--- config.mk ---
export PLATFORM = sky130hd
export DESIGN_NAME = seven_segment_scan_blink_scroll
export DESIGN_NICKNAME = d
export VERILOG_FILES = /design/src/rtl/core/sevseg_pkg.sv /design/src/rtl/core/seven_segment_scan_blink_scroll.sv
export SDC_FILE = /design/constraint.sdc
export NUM_CORES = 1
export LEC_CHECK = 0
export BUFFER_PORTS_ARGS = -buffer_cell sky130_fd_sc_hd__buf_2
export CORE_MARGIN = 5
export CORE_UTILIZATION = 45
export CTS_BUF_LIST = sky130_fd_sc_hd__clkbuf_16
export DETAILED_ROUTE_END_ITERATION = 10
export PLACE_DENSITY = 0.64
export SYNTH_ARGS = -nofsm -noshare
export SYNTH_HDL_FRONTEND = slang
export SYNTH_SLANG_ARGS = --single-unit
--- constraint.sdc ---
create_clock -name clk -period 5.9 [get_ports clk]
set_clock_uncertainty 0.2 [all_clocks]
set_input_delay 1.18 -clock clk [delete_from_list [all_inputs] [get_ports clk]]
set_output_delay 1.18 -clock clk [all_outputs]
set_load 0.02 [all_outputs]
--- src/rtl/core/sevseg_pkg.sv ---
// Shared types and constants for the seven-segment scan/blink/scroll driver.
// No dependencies; imported by seven_segment_scan_blink_scroll.
`default_nettype none

package sevseg_pkg;

	// Display size: digit count and message length (port widths fit these)
	localparam int NUM_DIGITS    = 4;
	localparam int MESSAGE_CHARS = 8;

	// Request function codes
	typedef enum logic [2:0] {
		FUNC_TICK       = 3'd0,
		FUNC_WR_DIGIT   = 3'd1,
		FUNC_WR_DOT     = 3'd2,
		FUNC_LOAD_CHAR  = 3'd3,
		FUNC_START_SCRL = 3'd4,
		FUNC_STOP_SCRL  = 3'd5
	} func_t;

	// Configuration register indexes (byte address = 4 * index)
	typedef enum logic [2:0] {
		REG_BRIGHTNESS  = 3'd0,
		REG_SCAN_PERIOD = 3'd1,
		REG_BLINK_PER   = 3'd2,
		REG_SCROLL_PER  = 3'd3,
		REG_BLINK_EN    = 3'd4,
		REG_BLINK_DIGIT = 3'd5
	} reg_idx_t;

	localparam int ADDR_W = 5;

	// Brightness level at or above which dimming is off
	localparam int BRIGHT_MAX = 15;

	// Reset values
	localparam logic [3:0]  BRIGHT_RST      = 4'd15;
	localparam logic [7:0]  SCAN_PER_RST    = 8'd2;
	localparam logic [15:0] BLINK_PER_RST   = 16'd500;
	localparam logic [15:0] SCROLL_PER_RST  = 16'd500;
	localparam logic [6:0]  ALL_SEGS_ON     = 7'h7F;
	localparam logic [7:0]  SCROLL_LIM_RST  = 8'd1;

endpackage : sevseg_pkg

`default_nettype wire

--- src/rtl/core/seven_segment_scan_blink_scroll.sv ---
// Multiplexed seven-segment driver with blink, dimming and message scroll.
// Depends on sevseg_pkg (sizes, function codes, register indexes, reset values).
`default_nettype none

// Every request (tick or write) is applied and its result, the current drive
// state, sits in an output register; one request per cycle is taken as long
// as the result side keeps up (in_stall rises only while a result is held
// under out_stall). Ticks run blink, scan, dimming and scroll in that order.
// The scroll window is a NUM_DIGITS-wide register that shifts in one message
// character per advance, so each advance reads the message store at a single
// address. Configuration is on a small APB port, one 32-bit register every 4
// bytes; write it only while the driver is idle, the block does not enforce it.
module seven_segment_scan_blink_scroll
	import sevseg_pkg::*;
(
	input  wire logic              clk,
	input  wire logic              arst_n,
	// APB configuration port
	input  wire logic              psel,
	input  wire logic              penable,
	input  wire logic              pwrite,
	input  wire logic [ADDR_W-1:0] paddr,
	input  wire logic [31:0]       pwdata,
	output      logic [31:0]       prdata,
	output      logic              pready,
	// request channel
	input  wire logic              in_valid,
	output      logic              in_stall,
	input  wire logic [2:0]        func,
	input  wire logic [1:0]        digit,
	input  wire logic [6:0]        pattern,
	input  wire logic              dot_level,
	input  wire logic [2:0]        char_index,
	input  wire logic [7:0]        repeat_count,
	// result channel
	output      logic              out_valid,
	input  wire logic              out_stall,
	output      logic [1:0]        digit_select,
	output      logic [6:0]        segments,
	output      logic              dot_out,
	output      logic              dimmed,
	output      logic              scroll_busy
);

	localparam int DIG_W    = $clog2(NUM_DIGITS);
	localparam int CH_W     = $clog2(MESSAGE_CHARS);
	localparam int LEAD     = NUM_DIGITS - 1;
	localparam int LAST_POS = MESSAGE_CHARS + NUM_DIGITS - 1;
	localparam int POS_W    = $clog2(LAST_POS + 1);

	// configuration registers
	logic [3:0]  brightness_q;
	logic [7:0]  scan_period_q;
	logic [15:0] blink_period_q;
	logic [15:0] scroll_period_q;
	logic        blink_en_q;
	logic [1:0]  blink_digit_q;

	// display state
	logic [6:0]            pat_q [NUM_DIGITS];
	logic [NUM_DIGITS-1:0] dots_q;
	logic [NUM_DIGITS-1:0] vis_q;
	logic [6:0]            chars_q [MESSAGE_CHARS];
	logic [6:0]            win_q [NUM_DIGITS];
	logic [DIG_W-1:0]      scan_index_q;
	logic [7:0]            scan_timer_q;
	logic [3:0]            dim_q;
	logic                  lit_q;
	logic [15:0]           blink_timer_q;
	logic [15:0]           scroll_timer_q;
	logic [POS_W-1:0]      pos_q;
	logic [7:0]            passes_q;
	logic [7:0]            limit_q;
	logic                  active_q;
	logic                  out_valid_q;

	// drive latch (also the result payload)
	logic [1:0] sel_q;
	logic [6:0] seg_q;
	logic       dot_q;
	logic       dimmed_q;

	logic             acc;
	logic             cfg_wr;
	reg_idx_t         cfg_idx;
	func_t            func_c;
	logic [DIG_W-1:0] dig_idx;
	logic             digit_ok;
	logic [CH_W-1:0]  ci_idx;
	logic             char_ok;

	logic [NUM_DIGITS-1:0] vis_d;
	logic [15:0]           blink_timer_d;
	logic [7:0]            scan_cnt;
	logic                  scan_fire;
	logic [1:0]            sel_d;
	logic [6:0]            seg_d;
	logic                  dot_d;
	logic                  dimmed_d;
	logic                  lit_d;
	logic [3:0]            dim_d;
	logic [15:0]           scroll_cnt;
	logic                  scroll_fire;
	logic [POS_W-1:0]      pos_next;
	logic [6:0]            next_char;
	logic [7:0]            passes_inc;

	assign acc      = in_valid && !in_stall;
	assign in_stall = out_valid_q && out_stall;
	assign func_c   = func_t'(func);
	assign dig_idx  = DIG_W'(digit);
	assign digit_ok = int'(digit) < NUM_DIGITS;
	assign ci_idx   = CH_W'(char_index);
	assign char_ok  = int'(char_index) < MESSAGE_CHARS;

	// APB: always ready, write on access phase
	assign pready  = 1'b1;
	assign cfg_idx = reg_idx_t'(paddr[ADDR_W-1:2]);
	assign cfg_wr  = psel && penable && pwrite && pready;

	always_comb begin
		unique case (cfg_idx)
			REG_BRIGHTNESS:  prdata = {28'd0, brightness_q};
			REG_SCAN_PERIOD: prdata = {24'd0, scan_period_q};
			REG_BLINK_PER:   prdata = {16'd0, blink_period_q};
			REG_SCROLL_PER:  prdata = {16'd0, scroll_period_q};
			REG_BLINK_EN:    prdata = {31'd0, blink_en_q};
			REG_BLINK_DIGIT: prdata = {30'd0, blink_digit_q};
			default:         prdata = 32'd0;
		endcase
	end

	// blink engine: next visibility and timer
	always_comb begin
		vis_d         = vis_q;
		blink_timer_d = blink_timer_q;
		if (!blink_en_q) begin
			vis_d = '1;
		end else if (blink_timer_q > 16'd1) begin
			blink_timer_d = blink_timer_q - 16'd1;
		end else begin
			blink_timer_d = blink_period_q;
			for (int i = 0; i < NUM_DIGITS; i++) begin
				if (int'(blink_digit_q) == i) vis_d[i] = ~vis_q[i];
				else vis_d[i] = 1'b1;
			end
		end
	end

	// scan step, then brightness limiter on the drive latch
	assign scan_cnt  = scan_timer_q + 8'd1;
	assign scan_fire = scan_cnt >= scan_period_q;

	always_comb begin
		sel_d    = sel_q;
		seg_d    = seg_q;
		dot_d    = dot_q;
		dimmed_d = dimmed_q;
		lit_d    = lit_q;
		dim_d    = dim_q;
		if (scan_fire) begin
			sel_d    = 2'(scan_index_q);
			seg_d    = vis_d[scan_index_q] ? pat_q[scan_index_q] : 7'd0;
			dot_d    = dots_q[scan_index_q];
			dimmed_d = 1'b0;
			lit_d    = 1'b1;
		end
		if ((int'(brightness_q) < BRIGHT_MAX) && lit_d) begin
			if (brightness_q <= dim_q) begin
				seg_d    = 7'd0;
				dot_d    = 1'b0;
				dimmed_d = 1'b1;
				lit_d    = 1'b0;
				dim_d    = 4'd0;
			end else begin
				dim_d = dim_q + 4'd1;
			end
		end
	end

	// scroll timing and the character that enters the window
	assign scroll_cnt  = scroll_timer_q + 16'd1;
	assign scroll_fire = scroll_cnt >= scroll_period_q;
	assign pos_next    = pos_q + POS_W'(1);
	assign next_char   = (int'(pos_next) < MESSAGE_CHARS) ? chars_q[CH_W'(pos_next)] : 7'd0;
	assign passes_inc  = passes_q + 8'd1;

	// configuration registers
	always_ff @(posedge clk or negedge arst_n) begin
		if (!arst_n) begin
			brightness_q    <= BRIGHT_RST;
			scan_period_q   <= SCAN_PER_RST;
			blink_period_q  <= BLINK_PER_RST;
			scroll_period_q <= SCROLL_PER_RST;
			blink_en_q      <= 1'b0;
			blink_digit_q   <= 2'd0;
		end else if (cfg_wr) begin
			unique case (cfg_idx)
				REG_BRIGHTNESS:  brightness_q    <= pwdata[3:0];
				REG_SCAN_PERIOD: scan_period_q   <= pwdata[7:0];
				REG_BLINK_PER:   blink_period_q  <= pwdata[15:0];
				REG_SCROLL_PER:  scroll_period_q <= pwdata[15:0];
				REG_BLINK_EN:    blink_en_q      <= pwdata[0];
				REG_BLINK_DIGIT: blink_digit_q   <= pwdata[1:0];
				default: ;
			endcase
		end
	end

	// result register handshake
	always_ff @(posedge clk or negedge arst_n) begin
		if (!arst_n) begin
			out_valid_q <= 1'b0;
		end else if (acc) begin
			out_valid_q <= 1'b1;
		end else if (!out_stall) begin
			out_valid_q <= 1'b0;
		end
	end

	// request processing
	always_ff @(posedge clk or negedge arst_n) begin
		if (!arst_n) begin
			for (int i = 0; i < NUM_DIGITS; i++) begin
				pat_q[i] <= ALL_SEGS_ON;
				win_q[i] <= 7'd0;
			end
			for (int i = 0; i < MESSAGE_CHARS; i++) begin
				chars_q[i] <= 7'd0;
			end
			dots_q         <= '0;
			vis_q          <= '1;
			scan_index_q   <= '0;
			scan_timer_q   <= 8'd0;
			dim_q          <= 4'd0;
			lit_q          <= 1'b0;
			blink_timer_q  <= BLINK_PER_RST;
			scroll_timer_q <= 16'd0;
			pos_q          <= '0;
			passes_q       <= 8'd0;
			limit_q        <= SCROLL_LIM_RST;
			active_q       <= 1'b0;
			sel_q          <= 2'd0;
			seg_q          <= 7'd0;
			dot_q          <= 1'b0;
			dimmed_q       <= 1'b0;
		end else if (acc) begin
			unique case (func_c)
				FUNC_TICK: begin
					vis_q         <= vis_d;
					blink_timer_q <= blink_timer_d;
					scan_timer_q  <= scan_fire ? 8'd0 : scan_cnt;
					if (scan_fire) begin
						scan_index_q <= (int'(scan_index_q) >= NUM_DIGITS - 1) ?
							'0 : scan_index_q + DIG_W'(1);
					end
					sel_q    <= sel_d;
					seg_q    <= seg_d;
					dot_q    <= dot_d;
					dimmed_q <= dimmed_d;
					lit_q    <= lit_d;
					dim_q    <= dim_d;
					scroll_timer_q <= scroll_fire ? 16'd0 : scroll_cnt;
					// scroll advance: copy window, then move it
					if (scroll_fire && active_q) begin
						for (int i = 0; i < NUM_DIGITS; i++) begin
							pat_q[i] <= win_q[i];
						end
						if (int'(pos_q) < LAST_POS) begin
							pos_q <= pos_next;
							for (int i = 0; i < NUM_DIGITS - 1; i++) begin
								win_q[i] <= win_q[i+1];
							end
							win_q[NUM_DIGITS-1] <= next_char;
						end else begin
							pos_q <= '0;
							for (int i = 0; i < NUM_DIGITS - 1; i++) begin
								win_q[i] <= 7'd0;
							end
							win_q[NUM_DIGITS-1] <= chars_q[0];
							if (passes_inc == limit_q) begin
								active_q <= 1'b0;
								passes_q <= 8'd0;
							end else begin
								passes_q <= passes_inc;
							end
						end
					end
				end
				FUNC_WR_DIGIT: begin
					if (digit_ok) pat_q[dig_idx] <= pattern;
				end
				FUNC_WR_DOT: begin
					if (digit_ok) dots_q[dig_idx] <= dot_level;
				end
				FUNC_LOAD_CHAR: begin
					if (char_ok) begin
						chars_q[ci_idx] <= pattern;
						// keep the window in step with the message
						for (int i = 0; i < NUM_DIGITS; i++) begin
							if (int'(pos_q) + i == int'(char_index) + LEAD) win_q[i] <= pattern;
						end
					end
				end
				FUNC_START_SCRL: begin
					active_q <= 1'b1;
					limit_q  <= repeat_count;
					pos_q    <= '0;
					passes_q <= 8'd0;
					for (int i = 0; i < NUM_DIGITS - 1; i++) begin
						win_q[i] <= 7'd0;
					end
					win_q[NUM_DIGITS-1] <= chars_q[0];
				end
				FUNC_STOP_SCRL: begin
					active_q <= 1'b0;
				end
				default: ;
			endcase
		end
	end

	assign out_valid    = out_valid_q;
	assign digit_select = sel_q;
	assign segments     = seg_q;
	assign dot_out      = dot_q;
	assign dimmed       = dimmed_q;
	assign scroll_busy  = active_q;

`ifndef SYNTH
	// a dimmed digit drives nothing
	a_dim_blank: assert property (@(posedge clk) disable iff (!arst_n)
		dimmed_q |-> (seg_q == 7'd0) && !dot_q)
		else $error("dimmed digit still drives segments");

	// a start request always leaves the scroll engine running
	a_start_busy: assert property (@(posedge clk) disable iff (!arst_n)
		acc && (func_c == FUNC_START_SCRL) |=> active_q)
		else $error("scroll not active after start");

	// requests are held back only while a result is waiting
	a_stall_cause: assert property (@(posedge clk) disable iff (!arst_n)
		in_stall |-> out_valid_q)
		else $error("request stalled with empty result register");

	// scan index stays within the digit count
	a_scan_range: assert property (@(posedge clk) disable iff (!arst_n)
		int'(scan_index_q) < NUM_DIGITS)
		else $error("scan index out of range");

	// scroll position moves only on a request
	a_pos_hold: assert property (@(posedge clk) disable iff (!arst_n)
		!acc |=> $stable(pos_q))
		else $error("scroll position changed without a request");
`endif

endmodule : seven_segment_scan_blink_scroll

`default_nettype wire
==> results by group <==
Worst setup path
  – CP max FO: 8
  – Req. time, crit path: 6.11 ns
  – Worst setup EP type: flip-flop
  – Arr. time, crit path: 4.64 ns
  – Cell with the most instances on the worst path: nand4_1
  – CP Class: reg -> reg
  – Worst path slowest cell: nor3_2
  – Largest stage delay, worst path: 0.64 ns
  – Worst-path cell chain: and3_1, nand4_1, nor2_1, nand3_1, xnor2_1, ha_1, nand4_1, a211o_1, o21ai_1, a21oi_1, nor3_2, mux2_2
  – Worst setup SP type: flip-flop

Clock tree
  – CTS tree: done
  – Clock tree buffer depth: 3
  – Clk sinks: ~250
  – Post-CTS Resized: 0
  – Setup bufs post-CTS: 0
  – CTS Buf Count: 29
  – Clock transition at the registers of the reported paths: 0.06 ns
  – Hold buffers post-CTS: 0
  – H-tree Lvls: 1
  – Clk Latency, worst-skew pair: 0.54 ns
  – Clock root cell: clkbuf_16

Synth
  – Synth area leader: dfrtp_1
  – Synth warn: 0
  – Post-synthesis mux area share: between 10% and 20%
  – Post-synthesis cell count: 1235
  – Post-synthesis xor/xnor area fraction: under 10%
  – Avg Cell Area, Syn: 10.9 µm²
  – Share of the synthesized area in the top cell type: 35.5%
  – Distinct cells, synth: 65
  – Mapped Area: between 10000 and 15000 µm²
  – Async set-or-reset flop fraction in the synthesized netlist: 100%
  – Primary FF master, synth: dfrtp_1
  – Part of the Yosys area used for sequential elements: 46.5%
  – Seq cells post-synth: 247
  – Synth Area in Simple Gates: a little over a tenth
  – Synth top area cells: dfrtp_1 36%, dfstp_2 11%, mux2_2 11%
  – Post-synth EDFFs: 0
  – Compound-Gate Fraction of Synth Area: 15.2%
  – Main combinational cell family by area after synthesis: multiplexers
  – Adder-Cell Fraction of Synth Area: under 10%

Die
  – Ports: between 100 and 150
  – Starting Density: 45.5%
  – Die area: approximately 33000 µm²
  – DIE WIDTH: between 150 and 200 µm
  – Core region area: ~30000 µm²
  – # rows: 63
  – Die Y: 183 µm

GRT
  – Pin count of the biggest net entering global routing: 101
  – GR Util met2: 32.0%
  – Congestion Overflow GR: 0
  – Vias in the first global route: roughly 10000
  – First-pass GRT wire length: slightly above 50000 µm
  – Met1 usage: between 20% and 30%
  – Met3 Usage GRT: 2.36%
  – Total track usage: between 10% and 20%
  – Grt peak-use layer: met2
  – Antenna violations before repair: 0

Cells and area
  – Post-layout nets: between 1000 and 1500
  – Share of layout cells above drive strength 1: between 20% and 30%
  – Most frequent cells in the layout: 191 x dfrtp_1, 130 x mux2_2, 97 x nand2_1, 78 x buf_2, 71 x o21ai_0
  – Filler cells: 2662
  – N_diodes: 0
  – Layout area overhead: 12.0%
  – Most common cell after layout, fill and taps aside: dfrtp_1

Job
  – Max cap viols: 0

Placement
  – Port buffer count: 79
  – Post-DP HPWL: 21700 µm
  – Routability congestion estimate: between 0.8 and 0.9

Power and ir drop
  – Total power: 4940 µW
  – Worst vdd ir: between 200 and 250 µV
  – Power Density: about 330 nW/µm²
  – Leakage: 0.00670 µW

Drt
  – Drt total wl: a little over 30000 µm
  – DR pass1 iterations: 5
  – Residual DRC: 0
  – WL per Instance: 18.3 µm
  – Via count: a little under 10000
  – Final ANT Viol Nets: 0
  – Via-to-Cell Ratio: 5.69
  – Initial DRC Count: 614

STA
  – Final Cycle Share: 75.1%
  – Slew @ Worst Pin: ~1 ns
  – Fmax: 226 MHz
  – Final Hold Fails: 0
  – Minimum clock period: between 4 and 5 ns
  – Setup violators final: 0
  – RSZ-0062 raised after global routing: false
  – Max Slew Vio Count: 0
  – Max_slew headroom: between 30% and 40%
  – Final setup TNS: 0 ns

Run status
  – Status: complete, no violations

Hold path
  – Worst hold path type: reg -> reg
path summary, 6_finish.rpt:
check | startpoint | to | slack (ns) | depth (start not counted)
min | dim_q[3] | dim_q[3] | 0.28 | 1
max in group asynchronous | arst_n | segments[4] | 3.86 | 2
max | scroll_timer_q[6] | win_q[13] | 1.47 | 12
min reg2reg | dim_q[3] | dim_q[3] | 0.28 | 1
min in group asynchronous | arst_n | limit_q[7] | 0.44 | 1
max reg2reg | scroll_timer_q[6] | win_q[13] | 1.47 | 12
metrics by stage:
step / worst slack [ns] / cell area (µm²) / utilization (%) / std cells / hold WS (ns)
2_1_floorplan: 1.81 / 13500 / - / 1250 / 0.245
3_3_place_gp: 1.54 / 14200 / 48.0 / 1653 / 0.265
3_5_place_dp: 1.46 / 14200 / 48.0 / 1653 / 0.277
4_1_cts: 1.43 / 15100 / 51.0 / 1703 / 0.285
5_1_grt: 1.06 / 15100 / 51.0 / 1703 / 0.304
6_report: 1.47 / 15100 / 51.0 / 1703 / 0.281
kinds of logic after synthesis:
| kind of cell | count (synthesis) |
|---|---|
| multiplexers | 177 |
| other | 2 |
| XOR/XNOR | 38 |
| buffers and inverters | 138 |
| flip-flops | 247 |
| AO/OA/AOI/OAI | 300 |
| AND/OR/NAND/NOR | 293 |
| adder cells (fa/ha/maj) | 40 |
worst max-delay path, delay by kind of cell, from the launching register on:
kind | cells | cell delay (ns)
DFF | 1 | 0.41
AOI/OAI and AO/OA | 3 | 1.10
muxes | 1 | 0.41
xor gates and xnor gates | 1 | 0.18
and+or+nand+nor | 6 | 1.67
adders and majority gates | 1 | 0.33
per-layer routing:
layer	part of all wire, %	wire length, µm
met2	50	15700
met3	3.9	1210
met1	44	13800
met4	1.3	414
met5	0	0
cell usage after synthesis, types with 8 or more instances:
cell	number
a21oi_1	45
a22o_1	39
a2bb2oi_1	28
a31oi_1	12
and3_1	10
buf_4	17
clkbuf_1	60
dfrtp_1	191
dfstp_2	56
ha_1	40
inv_1	57
mux2_2	130
mux2i_1	20
mux4_2	25
nand2_1	97
nand2b_1	12
nand3_1	31
nand4_1	8
nor2_1	51
nor2b_1	13
nor3_1	24
o21a_1	10
o21ai_0	71
o22ai_1	39
xnor2_1	23
xor2_1	15
sequential cells by signal, indices dropped and copies added, names as in the netlist, 7 cells and up:
name             cells
scan_timer_q         8
limit_q              8
pat_q               28
win_q               28
chars_q             56
segments             7
scroll_timer_q      16
blink_timer_q       16
scroll_period_q     16
scan_period_q        8
blink_period_q      16
passes_q             8
report_power, final:
part           leakage, µW  internal, µW  switching [µW]  total (µW)
logic              0.00316           497             452         950
registers          0.00308          2060             222        2280
clock network     0.000459          1010             692        1700
layout make-up:
cell class,instances,area (µm²),share of cell area [%]
sequential,247,6250,41.5
clock inverter,21,169,1.12
tap,390,488,3.24
clock buffer,29,726,4.81
timing repair buffer,94,531,3.52
inverter,57,214,1.42
multi-input combinational,865,6700,44.4
Note: power is estimated with default switching activity, not from simulation.
